### src/sv/rwl_pkg.sv
// shared types and constants of the reader-writer lock manager
package rwl_pkg;

   // fixed field widths
   localparam int HANDLE_BITS = 16;
   localparam int CLIENT_BITS = 4;
   localparam int CMD_BITS = 2;
   localparam int VERDICT_BITS = 2;

   // wait queues
   localparam int QUEUE_DEPTH = 16;
   localparam int QUEUE_PTR_BITS = $clog2(QUEUE_DEPTH);
   localparam int QUEUE_CNT_BITS = $clog2(QUEUE_DEPTH + 1);

   // parameter defaults
   localparam int DEF_NUM_CLIENTS = 16;
   localparam int DEF_HOLD_COUNT_BITS = 8;

   // request commands
   localparam logic [CMD_BITS-1:0] CMD_WR_LOCK = 2'd0;
   localparam logic [CMD_BITS-1:0] CMD_WR_UNLOCK = 2'd1;
   localparam logic [CMD_BITS-1:0] CMD_RD_LOCK = 2'd2;
   localparam logic [CMD_BITS-1:0] CMD_RD_UNLOCK = 2'd3;

   // response verdicts
   localparam logic [VERDICT_BITS-1:0] VERDICT_PERMIT = 2'd0;
   localparam logic [VERDICT_BITS-1:0] VERDICT_THROW = 2'd1;
   localparam logic [VERDICT_BITS-1:0] VERDICT_REFUSED = 2'd2;

   // one response word
   typedef struct packed {
      logic [HANDLE_BITS-1:0] handle;
      logic [CLIENT_BITS-1:0] dest_client;
      logic [VERDICT_BITS-1:0] verdict;
      logic last;
   } rsp_word_type;

endpackage

### src/sv/rwl_ram.sv
// generic single-port-write, registered-read memory
module rwl_ram #(
   parameter int WIDTH = 8,
   parameter int DEPTH = 16
) (
   input  logic                     clock,
   input  logic                     we,
   input  logic [$clog2(DEPTH)-1:0] waddr,
   input  logic [WIDTH-1:0]         wdata,
   input  logic                     re,
   input  logic [$clog2(DEPTH)-1:0] raddr,
   output logic [WIDTH-1:0]         rdata
);

   logic [WIDTH-1:0] mem [DEPTH];

   // write port
   always_ff @(posedge clock) begin
      if (we) begin
         mem[waddr] <= wdata;
      end
   end

   // registered read port
   always_ff @(posedge clock) begin
      if (re) begin
         rdata <= mem[raddr];
      end
   end

endmodule

### src/sv/rwl_rsp_buf.sv
// two-word response buffer between the lock logic and the response channel
module rwl_rsp_buf
   import rwl_pkg::*;
(
   input  logic         clock,
   input  logic         reset,
   input  logic         push_a,
   input  rsp_word_type word_a,
   input  logic         push_b,
   input  rsp_word_type word_b,
   output logic [1:0]   count,
   output logic         rsp_valid,
   input  logic         rsp_ready,
   output rsp_word_type rsp_word
);

   rsp_word_type ent_ff [2];
   rsp_word_type ent_in [2];
   logic [1:0] cnt_ff;
   logic [1:0] cnt_in;
   logic [1:0] cnt_pop;
   logic pop;

   assign count = cnt_ff;
   assign rsp_valid = (cnt_ff != 2'd0);
   assign rsp_word = ent_ff[0];
   assign pop = rsp_valid && rsp_ready;

   // shift out on pop, then append new words behind what is left
   always_comb begin
      cnt_pop = cnt_ff - {1'b0, pop};
      ent_in[0] = pop ? ent_ff[1] : ent_ff[0];
      ent_in[1] = ent_ff[1];
      if (push_a) begin
         if (cnt_pop == 2'd0) begin
            ent_in[0] = word_a;
         end else begin
            ent_in[1] = word_a;
         end
      end
      if (push_b) begin
         ent_in[1] = word_b;
      end
      cnt_in = cnt_pop + {1'b0, push_a} + {1'b0, push_b};
   end

   // fill count
   always_ff @(posedge clock) begin
      if (reset) begin
         cnt_ff <= 2'd0;
      end else begin
         cnt_ff <= cnt_in;
      end
   end

   // payload
   always_ff @(posedge clock) begin
      ent_ff[0] <= ent_in[0];
      ent_ff[1] <= ent_in[1];
   end

endmodule

### src/sv/reader_writer_lock_manager.sv
// top level of the reader-writer lock manager
//
// Arbitrates one lock between NUM_CLIENTS clients. A request word is taken
// only when the lock logic is idle; the hold-count memory and the heads of
// the two wait queues are then read, and the lookup state decides and writes
// back. A write unlock that retries a queued reader goes on to the retry
// state, which does a second read of the
// hold-count memory. Responses (one or two per request, queued requests get
// none until retried) leave through a two-word buffer; the decision cycle
// waits until the responses of the previous request have drained. Per-client
// hold counts are marked empty by reset at once, so no clearing pass is needed.
module reader_writer_lock_manager
   import rwl_pkg::*;
#(
   parameter int NUM_CLIENTS = DEF_NUM_CLIENTS,
   parameter int HOLD_COUNT_BITS = DEF_HOLD_COUNT_BITS
) (
   input  logic                    clock,
   input  logic                    reset,
   // configuration
   input  logic                    csr_valid,
   output logic                    csr_ready,
   input  logic [HANDLE_BITS-1:0]  csr_lock_handle,
   // requests
   input  logic                    req_valid,
   output logic                    req_ready,
   input  logic [CMD_BITS-1:0]     req_cmd,
   input  logic [CLIENT_BITS-1:0]  req_client_id,
   // responses
   output logic                    rsp_valid,
   input  logic                    rsp_ready,
   output logic [HANDLE_BITS-1:0]  rsp_handle,
   output logic [CLIENT_BITS-1:0]  rsp_dest_client,
   output logic [VERDICT_BITS-1:0] rsp_verdict,
   output logic                    rsp_last
);

   localparam int HA = $clog2(NUM_CLIENTS);
   localparam int AW = $clog2(NUM_CLIENTS + 1);
   localparam logic [HOLD_COUNT_BITS-1:0] HOLD_MAX = {HOLD_COUNT_BITS{1'b1}};

   typedef enum logic [2:0] {
      ST_IDLE   = 3'b001,
      ST_LOOKUP = 3'b010,
      ST_RETRY  = 3'b100
   } state_type;

   state_type state_ff, state_in;

   logic [HANDLE_BITS-1:0] lock_handle_ff;
   logic writer_valid_ff, writer_valid_in;
   logic [CLIENT_BITS-1:0] writer_client_ff, writer_client_in;
   logic [AW-1:0] active_ff, active_in;
   logic [NUM_CLIENTS-1:0] hold_valid_ff, hold_valid_in;
   logic [QUEUE_PTR_BITS-1:0] wq_head_ff, wq_head_in, rq_head_ff, rq_head_in;
   logic [QUEUE_CNT_BITS-1:0] wq_count_ff, wq_count_in, rq_count_ff, rq_count_in;
   logic [CMD_BITS-1:0] cmd_ff, cmd_in;
   logic [CLIENT_BITS-1:0] client_ff, client_in;
   logic [CLIENT_BITS-1:0] retry_client_ff, retry_client_in;
   logic [HA-1:0] hold_addr_ff, hold_addr_in;

   // memory ports
   logic hold_we, hold_re;
   logic [HA-1:0] hold_waddr, hold_raddr;
   logic [HOLD_COUNT_BITS-1:0] hold_wdata, hold_rdata, hold_val;
   logic wq_we, rq_we, q_re;
   logic [QUEUE_PTR_BITS-1:0] wq_tail, rq_tail, wq_waddr;
   logic [CLIENT_BITS-1:0] wq_wdata, wq_rdata, rq_rdata;

   // decision signals
   logic in_range;
   logic do_wretry, wretry_grant;
   logic push_a, push_b;
   rsp_word_type word_a, word_b, rsp_word;
   logic [1:0] buf_count;
   logic accept;

   assign csr_ready = 1'b1;
   assign req_ready = (state_ff == ST_IDLE);
   assign accept = req_valid && req_ready;
   assign q_re = accept;
   assign in_range = (32'(client_ff) < NUM_CLIENTS);
   assign wq_tail = wq_head_ff + wq_count_ff[QUEUE_PTR_BITS-1:0];
   assign rq_tail = rq_head_ff + rq_count_ff[QUEUE_PTR_BITS-1:0];
   assign hold_val = hold_valid_ff[hold_addr_ff] ? hold_rdata : '0;

   // hold counts per client
   rwl_ram #(.WIDTH(HOLD_COUNT_BITS), .DEPTH(NUM_CLIENTS)) u_hold_ram (
      .clock (clock),
      .we    (hold_we),
      .waddr (hold_waddr),
      .wdata (hold_wdata),
      .re    (hold_re),
      .raddr (hold_raddr),
      .rdata (hold_rdata)
   );

   // waiting writers
   rwl_ram #(.WIDTH(CLIENT_BITS), .DEPTH(QUEUE_DEPTH)) u_wq_ram (
      .clock (clock),
      .we    (wq_we),
      .waddr (wq_waddr),
      .wdata (wq_wdata),
      .re    (q_re),
      .raddr (wq_head_ff),
      .rdata (wq_rdata)
   );

   // waiting readers
   rwl_ram #(.WIDTH(CLIENT_BITS), .DEPTH(QUEUE_DEPTH)) u_rq_ram (
      .clock (clock),
      .we    (rq_we),
      .waddr (rq_tail),
      .wdata (client_ff),
      .re    (q_re),
      .raddr (rq_head_ff),
      .rdata (rq_rdata)
   );

   // lock decision and write-back
   always_comb begin
      state_in = state_ff;
      writer_valid_in = writer_valid_ff;
      writer_client_in = writer_client_ff;
      active_in = active_ff;
      hold_valid_in = hold_valid_ff;
      wq_head_in = wq_head_ff;
      wq_count_in = wq_count_ff;
      rq_head_in = rq_head_ff;
      rq_count_in = rq_count_ff;
      cmd_in = cmd_ff;
      client_in = client_ff;
      retry_client_in = retry_client_ff;
      hold_addr_in = hold_addr_ff;

      hold_re = 1'b0;
      hold_raddr = HA'(req_client_id);
      hold_we = 1'b0;
      hold_waddr = HA'(client_ff);
      hold_wdata = hold_val + HOLD_COUNT_BITS'(1);
      wq_we = 1'b0;
      wq_waddr = wq_tail;
      wq_wdata = client_ff;
      rq_we = 1'b0;

      do_wretry = 1'b0;
      wretry_grant = 1'b0;
      push_a = 1'b0;
      push_b = 1'b0;
      word_a = '{handle: lock_handle_ff, dest_client: client_ff,
                 verdict: VERDICT_PERMIT, last: 1'b1};
      word_b = '{handle: lock_handle_ff, dest_client: wq_rdata,
                 verdict: VERDICT_PERMIT, last: 1'b1};

      case (state_ff)
         ST_IDLE: begin
            if (accept) begin
               cmd_in = req_cmd;
               client_in = req_client_id;
               hold_re = 1'b1;
               hold_addr_in = HA'(req_client_id);
               state_in = ST_LOOKUP;
            end
         end

         ST_LOOKUP: begin
            if (buf_count == 2'd0) begin
               push_a = 1'b1;
               state_in = ST_IDLE;
               if (!in_range) begin
                  word_a.verdict = VERDICT_REFUSED;
               end else begin
                  case (cmd_ff)
                     CMD_WR_LOCK: begin
                        if (!writer_valid_ff && active_ff == '0) begin
                           writer_valid_in = 1'b1;
                           writer_client_in = client_ff;
                        end else if (wq_count_ff < QUEUE_CNT_BITS'(QUEUE_DEPTH)) begin
                           wq_we = 1'b1;
                           wq_count_in = wq_count_ff + QUEUE_CNT_BITS'(1);
                           push_a = 1'b0;
                        end else begin
                           word_a.verdict = VERDICT_REFUSED;
                        end
                     end

                     CMD_WR_UNLOCK: begin
                        if (!writer_valid_ff || writer_client_ff != client_ff) begin
                           word_a.verdict = VERDICT_THROW;
                        end else begin
                           writer_valid_in = 1'b0;
                           if (wq_count_ff != '0) begin
                              do_wretry = 1'b1;
                              wretry_grant = (active_ff == '0);
                           end else if (rq_count_ff != '0) begin
                              // reader retry needs its own hold count
                              rq_head_in = rq_head_ff + QUEUE_PTR_BITS'(1);
                              rq_count_in = rq_count_ff - QUEUE_CNT_BITS'(1);
                              retry_client_in = rq_rdata;
                              hold_re = 1'b1;
                              hold_raddr = HA'(rq_rdata);
                              hold_addr_in = HA'(rq_rdata);
                              word_a.last = 1'b0;
                              state_in = ST_RETRY;
                           end
                        end
                     end

                     CMD_RD_LOCK: begin
                        if (!writer_valid_ff || writer_client_ff == client_ff) begin
                           if (hold_val == HOLD_MAX) begin
                              word_a.verdict = VERDICT_REFUSED;
                           end else begin
                              if (hold_val == '0) begin
                                 active_in = active_ff + AW'(1);
                              end
                              hold_we = 1'b1;
                              hold_valid_in[hold_addr_ff] = 1'b1;
                           end
                        end else if (rq_count_ff < QUEUE_CNT_BITS'(QUEUE_DEPTH)) begin
                           rq_we = 1'b1;
                           rq_count_in = rq_count_ff + QUEUE_CNT_BITS'(1);
                           push_a = 1'b0;
                        end else begin
                           word_a.verdict = VERDICT_REFUSED;
                        end
                     end

                     CMD_RD_UNLOCK: begin
                        if (hold_val == '0) begin
                           word_a.verdict = VERDICT_THROW;
                        end else begin
                           hold_we = 1'b1;
                           hold_wdata = hold_val - HOLD_COUNT_BITS'(1);
                           if (hold_val == HOLD_COUNT_BITS'(1)) begin
                              active_in = active_ff - AW'(1);
                              if (active_ff == AW'(1) && wq_count_ff != '0) begin
                                 do_wretry = 1'b1;
                                 wretry_grant = !writer_valid_ff;
                              end
                           end
                        end
                     end

                     default: begin
                        push_a = 1'b0;
                     end
                  endcase
               end

               // retry of the writer at the queue head
               if (do_wretry) begin
                  wq_head_in = wq_head_ff + QUEUE_PTR_BITS'(1);
                  if (wretry_grant) begin
                     writer_valid_in = 1'b1;
                     writer_client_in = wq_rdata;
                     wq_count_in = wq_count_ff - QUEUE_CNT_BITS'(1);
                     push_b = 1'b1;
                     word_a.last = 1'b0;
                  end else begin
                     // back to the tail, count unchanged
                     wq_we = 1'b1;
                     wq_wdata = wq_rdata;
                  end
               end
            end
         end

         ST_RETRY: begin
            // queued reader after a write unlock: no writer is left
            push_a = 1'b1;
            state_in = ST_IDLE;
            word_a.dest_client = retry_client_ff;
            hold_waddr = hold_addr_ff;
            if (hold_val == HOLD_MAX) begin
               word_a.verdict = VERDICT_REFUSED;
            end else begin
               if (hold_val == '0) begin
                  active_in = active_ff + AW'(1);
               end
               hold_we = 1'b1;
               hold_valid_in[hold_addr_ff] = 1'b1;
            end
         end

         default: begin
            state_in = ST_IDLE;
         end
      endcase
   end

   // control state
   always_ff @(posedge clock) begin
      if (reset) begin
         state_ff <= ST_IDLE;
         lock_handle_ff <= '0;
         writer_valid_ff <= 1'b0;
         writer_client_ff <= '0;
         active_ff <= '0;
         hold_valid_ff <= '0;
         wq_head_ff <= '0;
         wq_count_ff <= '0;
         rq_head_ff <= '0;
         rq_count_ff <= '0;
      end else begin
         state_ff <= state_in;
         if (csr_valid && csr_ready) begin
            lock_handle_ff <= csr_lock_handle;
         end
         writer_valid_ff <= writer_valid_in;
         writer_client_ff <= writer_client_in;
         active_ff <= active_in;
         hold_valid_ff <= hold_valid_in;
         wq_head_ff <= wq_head_in;
         wq_count_ff <= wq_count_in;
         rq_head_ff <= rq_head_in;
         rq_count_ff <= rq_count_in;
      end
   end

   // request payload
   always_ff @(posedge clock) begin
      cmd_ff <= cmd_in;
      client_ff <= client_in;
      retry_client_ff <= retry_client_in;
      hold_addr_ff <= hold_addr_in;
   end

   // response buffer
   rwl_rsp_buf u_rsp_buf (
      .clock     (clock),
      .reset     (reset),
      .push_a    (push_a),
      .word_a    (word_a),
      .push_b    (push_b),
      .word_b    (word_b),
      .count     (buf_count),
      .rsp_valid (rsp_valid),
      .rsp_ready (rsp_ready),
      .rsp_word  (rsp_word)
   );

   assign rsp_handle = rsp_word.handle;
   assign rsp_dest_client = rsp_word.dest_client;
   assign rsp_verdict = rsp_word.verdict;
   assign rsp_last = rsp_word.last;

endmodule

### config.mk
export PLATFORM = sky130hd
export DESIGN_NAME = reader_writer_lock_manager
export DESIGN_NICKNAME = d
export VERILOG_FILES = /design/src/sv/rwl_pkg.sv /design/src/sv/rwl_ram.sv /design/src/sv/rwl_rsp_buf.sv /design/src/sv/reader_writer_lock_manager.sv
export SDC_FILE = /design/constraint.sdc
export NUM_CORES = 1
export LEC_CHECK = 0
export ABC_AREA = 1
export BUFFER_PORTS_ARGS = -buffer_cell sky130_fd_sc_hd__buf_2
export CAP_MARGIN = 20
export CORE_ASPECT_RATIO = 0.5
export CORE_MARGIN = 2
export CORE_UTILIZATION = 41
export CTS_CLUSTER_SIZE = 16
export DETAILED_ROUTE_END_ITERATION = 8
export GPL_TIMING_DRIVEN = 0
export PLACE_DENSITY = 0.53
export SLEW_MARGIN = 40
export SYNTH_ARGS = -nofsm -noshare
export SYNTH_HDL_FRONTEND = slang
export SYNTH_SLANG_ARGS = --single-unit
### constraint.sdc
create_clock -name clock -period 7.75 [get_ports clock]
set_input_delay 1.1625 -clock clock [delete_from_list [all_inputs] [get_ports clock]]
set_output_delay 1.1625 -clock clock [all_outputs]
set_load 0.01 [all_outputs]
# [Yosys cells after proc, flatten, opt, wreduce, memory -nomap -nowiden]
# Memories as Yosys holds them, arrays and structs flattened. A register that Yosys moved wholly into a read port is not among the register bits.
# Cells that the tools add are included.
[op_classes] addsub=15 order_cmp=4 n_eq_ne=28 mux=148 n_bitwise=3 n_reduce_logical=28
[ops] cell="$mux 23" n=4
[ops] cell="$mux 4" n=22
[ops] cell="$mux 5" n=16
[ops] cell="$mux 1" n=66
[ops] cell="$mux 16" n=4
[ops] cell="$mux 46" n=1
[ops] cell="$mux 8" n=5
[ops] cell="$pmux 16 s2" n=1
[ops] cell="$pmux 5 s2" n=3
[ops] cell="$mux 3" n=7
[ops] cell="$ne 2x2->1 const B" n=10
[ops] cell="$or 16x16->16" n=1
[ops] cell="$pmux 1 s2" n=8
[ops] cell="$add 5x1->5 const B" n=3
[ops] cell="$sub 5x1->5 const B" n=3
[ops] cell="$reduce_and 6->1" n=2
[ops] cell="$lt 5x5->1 const B" n=2
[ops] cell="$mux 2" n=5
[ops] cell="$reduce_bool 5->1" n=2
[ops] cell="$ne 3x3->1 const B" n=3
[ops] cell="$add 4x1->4 const B" n=2
[ops] cell="$add 4x4->4" n=2
[ops] cell="$add 8x1->8 const B" n=1
[ops] cell="$eq 8x1->1 const B" n=1
[ops] cell="35 further kinds" n=52
[totals] reg_bits=79 mem_bits_rw=302 input_bits=27 out_inout_bits=26 word_cells=245 memories=4
[memory_table] memory="u_hold_ram.mem" depth=16 word_bits=8 rd=1 rd_clocked_by_memory_dff=1 wr=1 line="rwl_ram.sv:15" text="logic [WIDTH-1:0] mem [DEPTH];"
[memory_table] memory="u_rq_ram.mem" depth=16 word_bits=4 rd=1 rd_clocked_by_memory_dff=1 wr=1 line="rwl_ram.sv:15"
[memory_table] memory="u_wq_ram.mem" depth=16 word_bits=4 rd=1 rd_clocked_by_memory_dff=1 wr=1 line="rwl_ram.sv:15"
[memory_table] memory="u_rsp_buf.ent_ff" depth=2 word_bits=23 rd=2 rd_clocked_by_memory_dff=0 wr=2 line="rwl_rsp_buf.sv:17" text="rsp_word_type ent_ff [2];"

# [Logic depth before layout (Yosys ltp)]
[depth] word_depth=16 mapped_depth=22 depth_no_buf=22

# [Cells and area by module]
# Synthesis repeated with hierarchy kept, for this count alone.
[unflattened] cells_unflattened=2165 hier_area_um2=19384.8
[modules_own_cells] mod="rwl_ram at u_rq_ram ..." instances=2 cells_per_inst=290 area_per_inst_um2=3006.6 seq_area_each_um2=2042.0
[modules_own_cells] mod="rwl_ram at u_hold_ram" instances=1 cells_per_inst=552 area_per_inst_um2=5850.6 seq_area_each_um2=4083.9
[modules_own_cells] mod="reader_writer_lock_manager" instances=1 cells_per_inst=689 area_per_inst_um2=4842.1 seq_area_each_um2=1681.6
[modules_own_cells] mod="rwl_rsp_buf" instances=1 cells_per_inst=344 area_per_inst_um2=2678.8 seq_area_each_um2=1191.1

# [Worst setup path after synthesis]
# Ideal clock, no wire load.
[synth_path] path_type="reg-to-reg" from="register hold_addr_ff[0]" to="memory u_wq_ram.mem[0][0] in the netlist's numbering, data pin" setup_ns=0.330 arrival_ns=2.887 t_required_ns=7.420 slack_ns=4.532 stages_incl_launch_ff=19 path_buffers=0 synth_period_minus_slack_ns=3.218 cell_sequence="edfxtp_1 > inv_2 > nand2_1 > nand2_1 > nand2_1 > nand2_1 > nand2_1 > nand2_1 > inv_2 > nand2_4 > nand2_1 > ha_1 > inv_1 > nand3_1 > nor2_4 > nand3_4 > nand2_4 > nor2_2 > o21ai_0"
[synth_via] elab_chain_cells=13 elab_cells_between_ends=19 classes_between="1 x eq/ne; 17 x mux; 1 x reduce/logical"
[synth_rtl] item="from (decl)" line="reader_writer_lock_manager.sv:60" text="logic [HA-1:0] hold_addr_ff, hold_addr_in;"
[synth_rtl] item="from (signal assigned)" line="reader_writer_lock_manager.sv:326" text="hold_addr_ff <= hold_addr_in;"
[synth_rtl] item="$bmux 1 s4 *" line="reader_writer_lock_manager.sv:85" text="assign hold_val = hold_valid_ff[hold_addr_ff] ? hold_rdata : '0;"
[synth_rtl] item="$mux 1 (implied by the code) *" line="reader_writer_lock_manager.sv:85"
[synth_rtl] item="$mux 8 *" line="reader_writer_lock_manager.sv:85"
[synth_rtl] item="$eq 8x1->1" line="reader_writer_lock_manager.sv:235" text="if (hold_val == HOLD_COUNT_BITS'(1)) begin"
[synth_rtl] item="$mux 1" line="reader_writer_lock_manager.sv:235"
[synth_rtl] item="$mux 1" line="reader_writer_lock_manager.sv:230" text="if (hold_val == '0) begin"
[synth_rtl] item="$pmux 1 s2" line="reader_writer_lock_manager.sv:173" text="case (cmd_ff)"
[synth_rtl] item="$mux 1" line="reader_writer_lock_manager.sv:167" text="if (buf_count == 2'd0) begin"
[synth_rtl] item="$mux 1" line="reader_writer_lock_manager.sv:155" text="case (state_ff)"
[synth_rtl] item="$mux 4" line="reader_writer_lock_manager.sv:254" text="if (wretry_grant) begin"
[synth_rtl] item="$mux 4 *" line="reader_writer_lock_manager.sv:252" text="if (do_wretry) begin"
[synth_rtl] item="$mux 4 *" line="reader_writer_lock_manager.sv:167"
[synth_rtl] item="$mux 4 *" line="reader_writer_lock_manager.sv:155"
[synth_rtl] item="named net u_wq_ram.wdata[0]" line="rwl_ram.sv:9" text="input logic [WIDTH-1:0] wdata,"
[synth_rtl] item="to (decl)" line="rwl_ram.sv:15"
# Mark *: on every way through the listed nets, which the timed path passes. The rest lies on a longest branch. The select of a mux whose other input is x is not followed.

# [Worst setup path after layout]
[layout_path] from="register hold_addr_ff[1]" to="register u_rsp_buf.cnt_ff[1] (netlist: u_rsp_buf.count[1])"
[layout_via] elab_chain_cells=14 elab_cells_between_ends=20 classes_between="1 x add/sub; 1 x eq/ne; 17 x mux; 1 x reduce/logical"
[layout_rtl] item="$bmux 1 s4 *" line="reader_writer_lock_manager.sv:85"
[layout_rtl] item="$mux 1 (implied by the code) *" line="reader_writer_lock_manager.sv:85"
[layout_rtl] item="$mux 8 *" line="reader_writer_lock_manager.sv:85"
[layout_rtl] item="$eq 8x1->1" line="reader_writer_lock_manager.sv:235"
[layout_rtl] item="$mux 1" line="reader_writer_lock_manager.sv:235"
[layout_rtl] item="$mux 1" line="reader_writer_lock_manager.sv:230"
[layout_rtl] item="$pmux 1 s2" line="reader_writer_lock_manager.sv:173"
[layout_rtl] item="$mux 1" line="reader_writer_lock_manager.sv:167"
[layout_rtl] item="$mux 1" line="reader_writer_lock_manager.sv:155"
[layout_rtl] item="$mux 1" line="reader_writer_lock_manager.sv:254"
[layout_rtl] item="$mux 1 *" line="reader_writer_lock_manager.sv:252"
[layout_rtl] item="$mux 1 *" line="reader_writer_lock_manager.sv:167"
[layout_rtl] item="$mux 1 *" line="reader_writer_lock_manager.sv:155"
[layout_rtl] item="$add 2x1->2 *" line="rwl_rsp_buf.sv:44" text="cnt_in = cnt_pop + {1'b0, push_a} + {1'b0, push_b};"
[layout_rtl] item="to (signal assigned)" line="rwl_rsp_buf.sv:52" text="cnt_ff <= cnt_in;"
[layout_rtl] item="to (decl)" line="rwl_rsp_buf.sv:19" text="logic [1:0] cnt_ff;"
# Every way passes the cells marked *; elsewhere a longest branch is shown, timed or not. The select of a mux whose other input is x is not followed.
# A chain may end at the register's enable or synchronous reset.

==> flow_summary_export.csv <==
group,metric,value,unit
logic_synthesis,syn_nets,1797,
clock_tree,cts_root_buf,"clkbuf_16",
placement,gp_congestion,0.8560,
clock_tree,clk_pin_slew,0.07,ns
logic_synthesis,synth-seq-cells,397,
worst_hold_path,hold_depth,2,
timing,slew_viol_final,0,
clock_tree,post-cts-setup-buffer-count,0,
routing,wire_per_inst,18.66,um
routing,first_pass_iters,5,
logic_synthesis,yosysWarnings,0,
clock_tree,h-tree-depth,2,
timing,fmax,246.6,MHz
timing,fin_crit,4.056,ns
finish,antenna_cells,0,
clock_tree,cts_buffer_depth,3,
status,status,"finished, final reports clean",
worst_hold_path,min_to,"hold_valid_ff[4]",
logic_synthesis,syn_avg_cell_area,10.20,um2
setup_path,arrival,4.47,ns
die,io_pins,53,
setup_path,crit_path_start_kind,"flip-flop",
clock_tree,tritoncts,"done",
routing,dr_total_vias,12500,
setup_path,timing.reg2reg.setup_slack,3.69,ns
setup_path,worst_setup_path_end_kind,"flip-flop",
power,power.switching,1.229,mW
timing,period_share,0.5233,
logic_synthesis,syn_area,17770,um2
power,internal-power,3.680,mW
logic_synthesis,synth-edff-count,306,
global_routing,grt_max_degree,24,
finish,drive_gt1_frac,0.1309,
placement,dpl.hpwl,32580,um
routing,drtAntennaViolNets,0,
timing,holdWs,0.4485,ns
global_routing,grt_pass1_wl,70380,um
finish,utilization,0.4777,
power,p_clk_frac,0.385,
routing,drt_first_iter_violations,1284,
global_routing,groute.usage.overall,0.2035,
routing,vias_per_cell,5.103,
finish,final_net_count,1898,
logic_synthesis,synthCells,1743,
power,leakage,7.600,nW
global_routing,antenna_found_initial,0,
power,vdd_ir_drop_max,0.2049,mV
logic_synthesis,ys_types,48,
setup_path,path_class,"reg2reg",
setup_path,cp_max_fo,19,
clock_tree,cts_hold_buf,0,
timing,rsz0062_at_grt,"no",
power,powerDensity,242.5,nW/um2
timing,setup_tns,0,ns
timing,worst_pin_slew,0.8681,ns
setup_path,r2r-start,"hold_addr_ff[1]",
power,seq_power_share,0.497,
clock_tree,clock_latency,0.54,ns
die,core-area,42370,um2
finish,synthToLayoutAreaGrowth,13.88,%
placement,dpl_cell_area,18980,um2
timing,relSlewSlack,0.4191,
clock_tree,numCtsBuffers,38,
routing,wl,45700,um
placement,port-buffer-count,50,
timing,skew,0.01491,ns
die,die_x,298.4,um
logic_synthesis,synthArstFlopShare,0,
clock_tree,cts.repair.resized,0,
finish,fin_area,20240,um2
timing,hold_viol,0,
timing,finalSetupViolCount,0,
die,die_y,151.2,um
routing,drc_errors,0,
die,row_count,53,
setup_path,reg2regPathDepth,21,
setup_path,required,8.16,ns
logic_synthesis,yosysSeqAreaShare,0.6195,
global_routing,grt_pass1_vias,11970,
power,share_comb_of_total_power,0.119,
global_routing,overflow,0,
die,start_util,0.4194,
power,power_switching_share,0.2504,
job,maxCapViolCount,0,
clock_tree,clock_sinks,397,
worst_hold_path,hold_start,"hold_valid_ff[4]",
die,fp.dieArea,45130,um2
setup_path,reg2reg_to,"u_rsp_buf.count[1]",
worst_hold_path,hold_class,"reg2reg",
logic_synthesis,synthFlopType,"edfxtp_1",
## state kept, by name (all words and copies together), names as in the netlist, 8 cells and up
name              flops
u_wq_ram.mem         64
u_hold_ram.mem      128
u_rq_ram.mem         64
u_rsp_buf.ent_ff     46
hold_valid_ff        16
u_hold_ram.rdata      8
lock_handle_ff       16
## power by group through the flow
stage               clock (mW)  sequential [mW]  combinational, mW
global placement             0             2.49              0.572
floorplan                    0             2.46              0.389
global route              2.01             2.45              0.646
detailed placement           0             2.49              0.589
finish                    1.89             2.44              0.583
CTS                       1.93             2.44              0.591
## area by class of cell
cell class / instances / area, um2
Clock buffer: 43 / 991.0
Buffer: 92 / 481.7
Tap cell: 577 / 721.9
Inverter: 192 / 723.2
Fill cell: 3997 / 22130
Clock inverter: 25 / 239.0
Timing Repair Buffer: 61 / 381.6
Multi-Input combinational cell: 1062 / 5692
Sequential cell: 397 / 11010
## placed cells by master, fill, tap and decap left out, types with 5 or more instances in the layout
| cell | instances |
|---|---|
| edfxtp_1 | 306 |
| nand2_1 | 263 |
| nor2_1 | 201 |
| inv_1 | 181 |
| o21ai_0 | 150 |
| nand3_1 | 103 |
| dfxtp_1 | 91 |
| buf_2 | 69 |
| o211ai_1 | 59 |
| a21oi_1 | 57 |
| clkbuf_1 | 49 |
| clkbuf_16 | 39 |
| buf_4 | 27 |
| o22ai_1 | 23 |
| ha_1 | 23 |
| a31oi_1 | 22 |
| nor2_2 | 18 |
| nand4_1 | 17 |
| o21ai_1 | 16 |
| xnor2_1 | 13 |
| o221ai_1 | 13 |
| xor2_1 | 12 |
| o21ai_2 | 11 |
| inv_2 | 10 |
| or2_2 | 10 |
| nand2_4 | 8 |
| clkinv_2 | 7 |
| clkinv_1 | 7 |
| buf_6 | 6 |
| nand2_2 | 6 |
| xor2_4 | 5 |
| buf_8 | 5 |
## logic make-up (layout without fill, tap and decap cells)
kind of cell    after synthesis  count (layout)  synth area share
simple gates                644             644            0.1583
flops                       397             397            0.6195
compound gates              359             359            0.1182
other cells                   1               1         0.0002110
buf+inv                     284             413           0.06779
fa+ha+maj                    27              27           0.02070
xor+xnor                     31              31           0.01528
## Yosys cell counts, types with 13 or more instances
cell type	number	area share
o21ai_0	155	0.044
o21ai_1	17	0.0048
inv_1	181	0.038
buf_4	24	0.010
nand4_1	17	0.0060
xor2_1	17	0.0084
nor2_2	17	0.0060
edfxtp_1	306	0.52
xnor2_1	14	0.0069
a21oi_1	57	0.016
nor2_1	202	0.043
a31oi_1	22	0.0077
dfxtp_1	91	0.10
ha_1	23	0.016
clkbuf_1	45	0.0095
nand3_1	103	0.029
buf_2	19	0.0054
o22ai_1	23	0.0081
o211ai_1	59	0.025
o221ai_1	13	0.0064
nand2_1	264	0.056
## worst max-delay path, stage by stage, from the launching register on
cell      delay (ns)
edfxtp_1        0.35
buf_2           0.19
inv_1           0.22
nand2_1         0.10
nand2_1         0.06
nand2_1         0.05
nand2_1         0.14
inv_2           0.06
nand2_4         0.13
nand2_2         0.31
ha_1            0.35
inv_1           0.07
nand3_1         0.21
nor2_4          0.19
nand2_1         0.11
nand2_2         0.11
nand2_2         0.14
nor2_1          0.37
inv_1           0.12
fa_1            0.44
xnor2_1         0.16
nor2_1          0.05
## layer usage
| metal | wire length (um) | global-route usage | part of all wire | vias up |
|---|---|---|---|---|
| met5 | 0 | 0 | 0 | - |
| met4 | 892 | 0.05101 | 0.020 | 0 |
| met3 | 2194 | 0.03069 | 0.048 | 64 |
| met2 | 20800 | 0.3282 | 0.46 | 267 |
| met1 | 21820 | 0.2894 | 0.48 | 5961 |
| li1 | - | - | - | 6205 |
## worst max-delay path by stage
stage | startpoint | to | slack (ns) | cells past startpoint
2_1_floorplan | hold_addr_ff[0] | u_wq_ram.mem[0][0] | 4.53 | 18
3_3_place_gp | hold_addr_ff[1] | u_wq_ram.mem[7][1] | 2.43 | 17
3_5_place_dp | hold_addr_ff[1] | u_rsp_buf.count[1] | 3.35 | 21
4_1_cts | hold_addr_ff[1] | u_rsp_buf.count[1] | 3.33 | 21
5_1_grt | hold_addr_ff[1] | u_rsp_buf.count[1] | 3.36 | 21
6_report | hold_addr_ff[1] | u_rsp_buf.count[1] | 3.69 | 21
## through the flow
stage	power [mW]	setup slack [ns]	instances
final	4.909	3.694	2449
after global routing	5.099	3.361	2449
after CTS	4.958	3.326	2449
after detailed placement	3.074	3.352	2381
after global placement	3.063	2.425	2370
after floorplan	2.854	4.532	1743
Note: power is estimated with default switching activity, not from simulation.
